<file path="config.mk">
export PLATFORM = sky130hd
export DESIGN_NAME = fifo_lock_with_wait_queue_top
export DESIGN_NICKNAME = d
export VERILOG_FILES = /design/src/hw/rtl/flq_pkg.sv /design/src/hw/rtl/flq_front.sv /design/src/hw/rtl/flq_back.sv /design/src/hw/rtl/fifo_lock_with_wait_queue_top.sv
export SDC_FILE = /design/constraint.sdc
export NUM_CORES = 1
export LEC_CHECK = 0
export BUFFER_PORTS_ARGS = -buffer_cell sky130_fd_sc_hd__buf_2
export CORE_MARGIN = 1
export CORE_UTILIZATION = 45
export CTS_CLUSTER_DIAMETER = 200
export DETAILED_ROUTE_END_ITERATION = 7
export PLACE_DENSITY = 0.68
export SLEW_MARGIN = 25
export SYNTH_ARGS = -nofsm -noshare
export SYNTH_HDL_FRONTEND = slang
export SYNTH_SLANG_ARGS = --single-unit
</file>
<file path="constraint.sdc">
create_clock -name clk_i -period 4.5 [get_ports clk_i]
set_input_delay 0 -clock clk_i [delete_from_list [all_inputs] [get_ports clk_i]]
set_output_delay 0 -clock clk_i [all_outputs]
set_load 0.01 [all_outputs]
</file>
<file path="src/hw/rtl/flq_pkg.sv">
// Package for the FIFO lock block: command, event and status codes.
// No dependencies.
package flq_pkg;
  localparam int unsigned WaitersDefault = 16;
  localparam int unsigned IdW = 4;

  typedef enum logic [2:0] {
    CmdAcquire = 3'd0, CmdClaim = 3'd1, CmdCancel = 3'd2, CmdRelease = 3'd3, CmdClose = 3'd4
  } cmd_e;

  typedef enum logic [2:0] {
    EvAcquired = 3'd0, EvQueued = 3'd1, EvRejected = 3'd2, EvCanceled = 3'd3,
    EvWake = 3'd4, EvError = 3'd5
  } ev_e;

  typedef enum logic [2:0] {
    StIdle = 3'd0, StQueued = 3'd1, StGranted = 3'd2, StRejected = 3'd3, StCanceled = 3'd4
  } st_e;

  typedef struct packed {
    logic [2:0]     cmd;
    logic [IdW-1:0] id;
  } req_t;

  typedef struct packed {
    logic [2:0]     ev;
    logic [IdW-1:0] id;
    logic           last;
  } res_t;
endpackage

</file>
<file path="src/hw/rtl/flq_front.sv">
// Front part: a two-entry request queue.
// Depends on flq_pkg.
module flq_front import flq_pkg::*; (
  input  logic clk_i,
  input  logic rst_ni,
  input  logic in_valid_i,
  output logic in_ready_o,
  input  req_t in_req_i,
  output logic req_valid_o,
  input  logic req_ready_i,
  output req_t req_o
);
  req_t mem_q [2];
  logic [1:0] cnt_q, cnt_d;
  logic rd_q, wr_q;
  logic push, pop;

  assign in_ready_o  = cnt_q != 2'd2;
  assign req_valid_o = cnt_q != 2'd0;
  assign req_o       = mem_q[rd_q];
  assign push = in_valid_i && in_ready_o;
  assign pop  = req_valid_o && req_ready_i;

  always_comb begin
    cnt_d = cnt_q;
    if (push && !pop) cnt_d = cnt_q + 2'd1;
    else if (pop && !push) cnt_d = cnt_q - 2'd1;
  end

  always_ff @(posedge clk_i or negedge rst_ni) begin
    if (!rst_ni) begin
      cnt_q <= 2'd0;
      rd_q  <= 1'b0;
      wr_q  <= 1'b0;
    end else begin
      cnt_q <= cnt_d;
      if (push) wr_q <= !wr_q;
      if (pop) rd_q <= !rd_q;
    end
  end

  always_ff @(posedge clk_i) begin
    if (push) mem_q[wr_q] <= in_req_i;
  end
endmodule

</file>
<file path="src/hw/rtl/flq_back.sv">
// Back part: lock state, wait queue memory and the result sequencer.
// Depends on flq_pkg.
module flq_back import flq_pkg::*; #(
  parameter int unsigned Waiters = WaitersDefault
) (
  input  logic clk_i,
  input  logic rst_ni,
  input  logic req_valid_i,
  output logic req_ready_o,
  input  req_t req_i,
  output logic res_valid_o,
  input  logic res_ready_i,
  output res_t res_o
);
  localparam int unsigned QW = $clog2(Waiters);
  localparam int unsigned CW = $clog2(Waiters + 1);

  typedef enum logic [2:0] {
    SIdle, SRead, SFind, SShift, SClose, SGrant, SFinish
  } state_e;

  state_e state_q;
  logic held_q, shut_q, pgv_q, out_v_q;
  logic [IdW-1:0] pgid_q;
  logic [CW-1:0] cnt_q;
  logic [QW-1:0] idx_q;
  logic [2:0] stat_q [Waiters];
  logic [IdW-1:0] queue_q [Waiters];
  req_t cur_q;
  res_t out_q;
  logic [QW-1:0] cur_idx;
  logic [2:0] cur_st;

  assign cur_idx = QW'(cur_q.id);
  assign cur_st = stat_q[cur_idx];
  assign req_ready_o = state_q == SIdle && !out_v_q;
  assign res_valid_o = out_v_q;
  assign res_o = out_q;

  always_ff @(posedge clk_i or negedge rst_ni) begin
    if (!rst_ni) begin
      state_q <= SIdle;
      held_q <= 1'b0;
      shut_q <= 1'b0;
      pgv_q <= 1'b0;
      pgid_q <= '0;
      cnt_q <= '0;
      idx_q <= '0;
      out_v_q <= 1'b0;
      for (int i = 0; i < Waiters; i++) stat_q[i] <= StIdle;
    end else begin
      if (out_v_q && res_ready_i) out_v_q <= 1'b0;
      unique case (state_q)
        SIdle: begin
          if (req_valid_i && req_ready_o) begin
            cur_q <= req_i;
            state_q <= SRead;
          end
        end
        SRead: begin
          state_q <= SIdle;
          out_v_q <= 1'b1;
          out_q <= '{EvError, cur_q.id, 1'b1};
          if (cur_q.cmd <= CmdCancel && 32'(cur_q.id) >= Waiters) begin
          end else if (cur_q.cmd == CmdAcquire) begin
            if (cur_st != StIdle) begin
            end else if (shut_q) out_q.ev <= EvRejected;
            else if (!held_q) begin
              held_q <= 1'b1;
              out_q.ev <= EvAcquired;
            end else if (32'(cnt_q) < Waiters) begin
              queue_q[cnt_q[QW-1:0]] <= cur_q.id;
              cnt_q <= cnt_q + 1'b1;
              stat_q[cur_idx] <= StQueued;
              out_q.ev <= EvQueued;
            end
          end else if (cur_q.cmd == CmdClaim) begin
            stat_q[cur_idx] <= StIdle;
            if (cur_st == StGranted) begin
              if (pgv_q && pgid_q == cur_q.id) pgv_q <= 1'b0;
              out_q.ev <= EvAcquired;
            end else if (cur_st == StRejected) out_q.ev <= EvRejected;
            else if (cur_st == StCanceled) out_q.ev <= EvCanceled;
            else if (cur_st == StQueued) begin
              out_v_q <= 1'b0;
              out_q.ev <= EvCanceled;
              idx_q <= '0;
              state_q <= SFind;
            end
          end else if (cur_q.cmd == CmdCancel) begin
            if (cur_st == StQueued) begin
              stat_q[cur_idx] <= StCanceled;
              out_v_q <= 1'b0;
              out_q.ev <= EvWake;
              idx_q <= '0;
              state_q <= SFind;
            end else if (cur_st == StGranted) begin
              stat_q[cur_idx] <= StCanceled;
              if (pgv_q && pgid_q == cur_q.id) pgv_q <= 1'b0;
              if (shut_q || cnt_q == '0) begin
                held_q <= 1'b0;
                out_q <= '{EvWake, cur_q.id, 1'b1};
              end else begin
                out_q <= '{EvWake, cur_q.id, 1'b0};
                state_q <= SGrant;
              end
            end else if (cur_st != StIdle) out_q.ev <= EvWake;
          end else if (cur_q.cmd == CmdRelease) begin
            out_v_q <= 1'b0;
            state_q <= SGrant;
          end else if (cur_q.cmd == CmdClose) begin
            out_v_q <= 1'b0;
            if (!shut_q) begin
              shut_q <= 1'b1;
              idx_q <= '0;
              state_q <= SClose;
            end
          end
        end
        SFind: begin
          if (queue_q[idx_q] == cur_q.id) state_q <= SShift;
          else idx_q <= idx_q + 1'b1;
        end
        SShift: begin
          if (32'(idx_q) + 1 < 32'(cnt_q)) begin
            queue_q[idx_q] <= queue_q[idx_q + 1'b1];
            idx_q <= idx_q + 1'b1;
          end else begin
            cnt_q <= cnt_q - 1'b1;
            out_v_q <= 1'b1;
            out_q.last <= 1'b1;
            state_q <= SIdle;
          end
        end
        SClose: begin
          if (!out_v_q || res_ready_i) begin
            if (32'(idx_q) < 32'(cnt_q)) begin
              if (stat_q[QW'(queue_q[idx_q])] == StQueued)
                stat_q[QW'(queue_q[idx_q])] <= StRejected;
              out_v_q <= 1'b1;
              out_q <= '{EvWake, queue_q[idx_q],
                         !pgv_q && 32'(idx_q) + 1 == 32'(cnt_q)};
              if (32'(idx_q) + 1 == 32'(cnt_q)) begin
                cnt_q <= '0;
                if (!pgv_q) state_q <= SIdle;
                else state_q <= SFinish;
              end else idx_q <= idx_q + 1'b1;
            end else begin
              cnt_q <= '0;
              state_q <= pgv_q ? SFinish : SIdle;
            end
          end
        end
        SFinish: begin
          if (!out_v_q || res_ready_i) begin
            if (stat_q[QW'(pgid_q)] == StGranted) begin
              stat_q[QW'(pgid_q)] <= StRejected;
              held_q <= 1'b0;
            end
            out_v_q <= 1'b1;
            out_q <= '{EvWake, pgid_q, 1'b1};
            pgv_q <= 1'b0;
            state_q <= SIdle;
          end
        end
        SGrant: begin
          if (!out_v_q || res_ready_i) begin
            if (shut_q || cnt_q == '0) begin
              held_q <= 1'b0;
              state_q <= SIdle;
            end else begin
              state_q <= SShift;
              idx_q <= '0;
              stat_q[QW'(queue_q[0])] <= StGranted;
              pgid_q <= queue_q[0];
              pgv_q <= 1'b1;
              cur_q.id <= queue_q[0];
              out_v_q <= 1'b0;
              out_q <= '{EvWake, queue_q[0], 1'b1};
            end
          end
        end
        default: state_q <= SIdle;
      endcase
    end
  end
endmodule

</file>
<file path="src/hw/rtl/fifo_lock_with_wait_queue_top.sv">
// Channel | dir | tdata fields (low bit up)        | tuser
// s_axis  | in  | command[2:0], waiter_id[6:3]     | -
// m_axis  | out | event_res[2:0], target_id[6:3]   | -    tlast = last
// A close sends its wake results one after another, each when the output is free.
// Removing or granting a queued waiter walks the queue memory, one entry per
// cycle.
// Reset is asynchronous and clears the lock state; results hold under stall.
module fifo_lock_with_wait_queue_top import flq_pkg::*; #(
  parameter int unsigned Waiters = WaitersDefault
) (
  input  logic       clk_i,
  input  logic       rst_ni,
  input  logic       s_axis_tvalid,
  output logic       s_axis_tready,
  input  logic [7:0] s_axis_tdata,   // command, waiter_id
  output logic       m_axis_tvalid,
  input  logic       m_axis_tready,
  output logic [7:0] m_axis_tdata,   // event_res, target_id
  output logic       m_axis_tlast
);
  req_t in_req, req;
  res_t res;
  logic rv, rr;
  assign in_req = '{s_axis_tdata[2:0], s_axis_tdata[6:3]};

  flq_front u_front (.clk_i, .rst_ni, .in_valid_i(s_axis_tvalid), .in_ready_o(s_axis_tready),
    .in_req_i(in_req), .req_valid_o(rv), .req_ready_i(rr), .req_o(req));
  flq_back #(.Waiters(Waiters)) u_back (.clk_i, .rst_ni, .req_valid_i(rv), .req_ready_o(rr),
    .req_i(req), .res_valid_o(m_axis_tvalid), .res_ready_i(m_axis_tready), .res_o(res));

  assign m_axis_tdata = {1'b0, res.id, res.ev};
  assign m_axis_tlast = res.last;
endmodule

</file>
==> results.py <==
metrics = {
    "global_route": {
        "grt_max_degree": 43,
        "antenna_found_initial": 2,
        "overflow": 0,
        "grt_use_total": 0.315,
        "grt_first_pass_wirelength_um": 60700,
        "grt_pass1_vias": 10100,
    },
    "clocking": {
        "h-tree-depth": 4,
        "tritoncts": "yes",
        "cts.clk_slew.worst_paths_ns": 0.08,
        "cts_buffer_depth": 2,
        "cts_made_buffers": 17,
        "cts.repair.resized": 0,
        "post_cts_buffers": 0,
        "cts_sinks": 165,
        "clock_latency_ns": 0.46,
        "postCtsHoldBufs": 10,
        "cts_root_buf": "clkbuf_16",
    },
    "timing": {
        "fin_crit_sh": 0.899,
        "setup-tns-final_ns": 0,
        "timing.hold.ws_ns": 0.0690,
        "fin_skew_ns": 0.0200,
        "drv_slew": 0,
        "maxSlewHeadroom": 0.361,
        "worst_pin_slew_ns": 0.956,
        "rsz0062_at_grt": "false",
        "setup_slack_ns": 0.454,
        "hold_violations": 0,
        "max_freq_mhz": 247,
        "setup_violations": 0,
        "min_period_ns": 4.05,
    },
    "power": {
        "combPwrFrac": 0.579,
        "p_sw_frac": 0.496,
        "p_seq_frac": 0.261,
        "clkPwrFrac": 0.159,
        "finalPower_mw": 9.78,
        "power_switching_mw": 4.85,
        "ir_drop_v": 0.000339,
        "internal-power_mw": 4.93,
        "power-per-cell-area_nw_per_um2": 777,
        "p_leak_nw": 4.56,
    },
    "worst_setup_path": {
        "cp-end-kind": "flip-flop",
        "path_class": "reg2reg",
        "cp_data_required_time_ns": 4.80,
        "r2r_start": "u_back.idx_q[0]$_DFFE_PN0P_",
        "arrival_ns": 4.35,
        "r2r_cells": 11,
        "worstSetupStartpointType": "flip-flop",
        "crit_fanout": 19,
        "timing.rr.end": "u_back.stat_q[19]$_DFFE_PN0P_",
        "r2r_slack_ns": 0.45,
    },
    "synth": {
        "yosysSeqAreaShare": 0.409,
        "synthArstFlopShare": 0.436,
        "ys_types": 81,
        "synth_area_sq_um": 11200,
        "avgSynthCellArea_sq_um": 9.83,
        "synth-edff-count": 93,
        "yosys_warnings": 0,
        "syn_inst": 1143,
        "ys_seq_elements": 165,
        "synth_ff_type": "edfxtp_1",
        "synth.net_count": 1170,
    },
    "die": {
        "chipWidth_um": 160,
        "start_util": 0.461,
        "num_io_pins": 23,
        "core_area_sq_um": 24400,
        "dieArea_sq_um": 25600,
        "num_rows": 57,
        "chipHeight_um": 160,
    },
    "drt": {
        "dr_total_vias": 10300,
        "via_per_inst": 6.87,
        "drt_pre_antenna_iters": 6,
        "drt_iter0_markers": 1517,
        "wl_per_cell_um": 26.2,
        "ant_nets": 0,
        "wirelength_um": 39400,
        "drcViolationCount": 0,
    },
    "placement": {
        "dp.cells": 1464,
        "numPortBuffers": 20,
        "pre_cts_ws_ns": 0.535,
        "dp_hpwl_um": 27800,
        "gp_congestion": 1.04,
    },
    "min_path": {
        "holdPathStages": 6,
        "min_path_type": "in2reg",
        "min_to": "u_back.res_valid_o$_DFF_PN0_",
        "min-delay-start": "m_axis_tready",
    },
    "cells_and_area": {
        "drive_gt1_frac": 0.184,
        "fin_nets": 1196,
        "final_cell_count_no_fill": 1506,
        "diodes": 0,
        "layout_common_cells": "107 x nor2_1, 100 x nand2_1, 93 x edfxtp_1",
        "synthToLayoutAreaGrowth_pct": 12.0,
        "layout_commonest_cell": "nor2_1",
    },
    "flow_run": {
        "drv_cap": 0,
    },
    "outcome": {
        "status": "finished clean",
    },
}
## how the worst max path moves through the flow
stage	slack [ns]	depth (start not counted)	from	to
floorplan	0.97	14	u_back.idx_q[0]$_DFFE_PN0P_	u_back.queue_q[8][0]$_DFFE_PP_
global placement	0.58	11	u_back.idx_q[0]$_DFFE_PN0P_	u_back.stat_q[22]$_DFFE_PN0P_
detailed placement	0.54	11	u_back.idx_q[0]$_DFFE_PN0P_	u_back.stat_q[19]$_DFFE_PN0P_
CTS	0.51	11	u_back.idx_q[0]$_DFFE_PN0P_	u_back.stat_q[19]$_DFFE_PN0P_
global route	0.25	10	u_back.cur_idx[1]$_DFFE_PP_	u_back.queue_q[7][1]$_DFFE_PP_
finish	0.45	11	u_back.idx_q[0]$_DFFE_PN0P_	u_back.stat_q[19]$_DFFE_PN0P_
## routing by layer
layer / vias to the layer above / track usage / routed length, um
met5: - / 0 / 13
met4: 2 / 0.158 / 1800
met3: 128 / 0.0647 / 4490
met2: 719 / 0.482 / 17900
met1: 5037 / 0.423 / 15300
li1: 4454 / - / -
## Yosys cell counts, types with 15 or more instances
library cell | instances | share of area
edfxtp_1 | 93 | 0.25
mux4_2 | 57 | 0.11
nand3_1 | 49 | 0.022
o21ai_0 | 88 | 0.039
a21oi_1 | 85 | 0.038
nor2_1 | 108 | 0.036
inv_1 | 23 | 0.0077
clkbuf_1 | 50 | 0.017
a31oi_1 | 39 | 0.022
dfrtp_1 | 72 | 0.16
buf_2 | 15 | 0.0067
mux2_2 | 15 | 0.015
nor2b_1 | 27 | 0.015
o2bb2ai_1 | 15 | 0.012
nor3_1 | 22 | 0.0098
nand2_1 | 100 | 0.033
nand4_1 | 17 | 0.0095
nand2b_1 | 16 | 0.0089
o22ai_1 | 18 | 0.010
## stage by stage
stage,utilization,cell area [sq um]
global placement,0.487,11900
floorplan,-,11200
CTS,0.516,12600
global route,0.516,12600
detailed placement,0.487,11900
finish,0.516,12600
## power groups by stage
stage,clock network (mW),logic (mW),registers (mW)
after floorplan,0,3.95,2.25
after global placement,0,5.41,2.54
after detailed placement,0,5.48,2.54
after CTS,1.56,5.51,2.51
after global routing,1.60,6.04,2.57
final,1.56,5.66,2.55
## cell families (layout without fill, tap and decap cells)
group,count (synthesis),in the layout,synth area share
xor+xnor,19,19,0.0148
fa+ha+maj,15,15,0.0174
flops,165,165,0.409
buf+inv,108,147,0.0421
other cells,1,1,0.000334
simple gates,381,381,0.162
compound gates,368,368,0.213
mux,86,86,0.142
## critical path: stages, from the launching register on
cell and delay [ns]:
dfrtp_2 0.56, buf_12 0.22, buf_4 0.18, mux4_2 0.55, mux4_2 0.66, inv_2 0.15
a21oi_1 0.05, o31ai_1 0.30, o211ai_1 0.15, a41o_2 0.40, nand2_1 0.47, o21ai_0 0.19
## final cells by class
class,instances,area [sq um]
Inverter,25,93.8
Multi-Input combinational cell,870,6180
Timing Repair Buffer,90,703
Tap cell,324,405
Clock buffer,17,425
Sequential cell,165,4600
Fill cell,2216,11800
Clock inverter,15,176
Note: power is estimated with default switching activity, not from simulation.
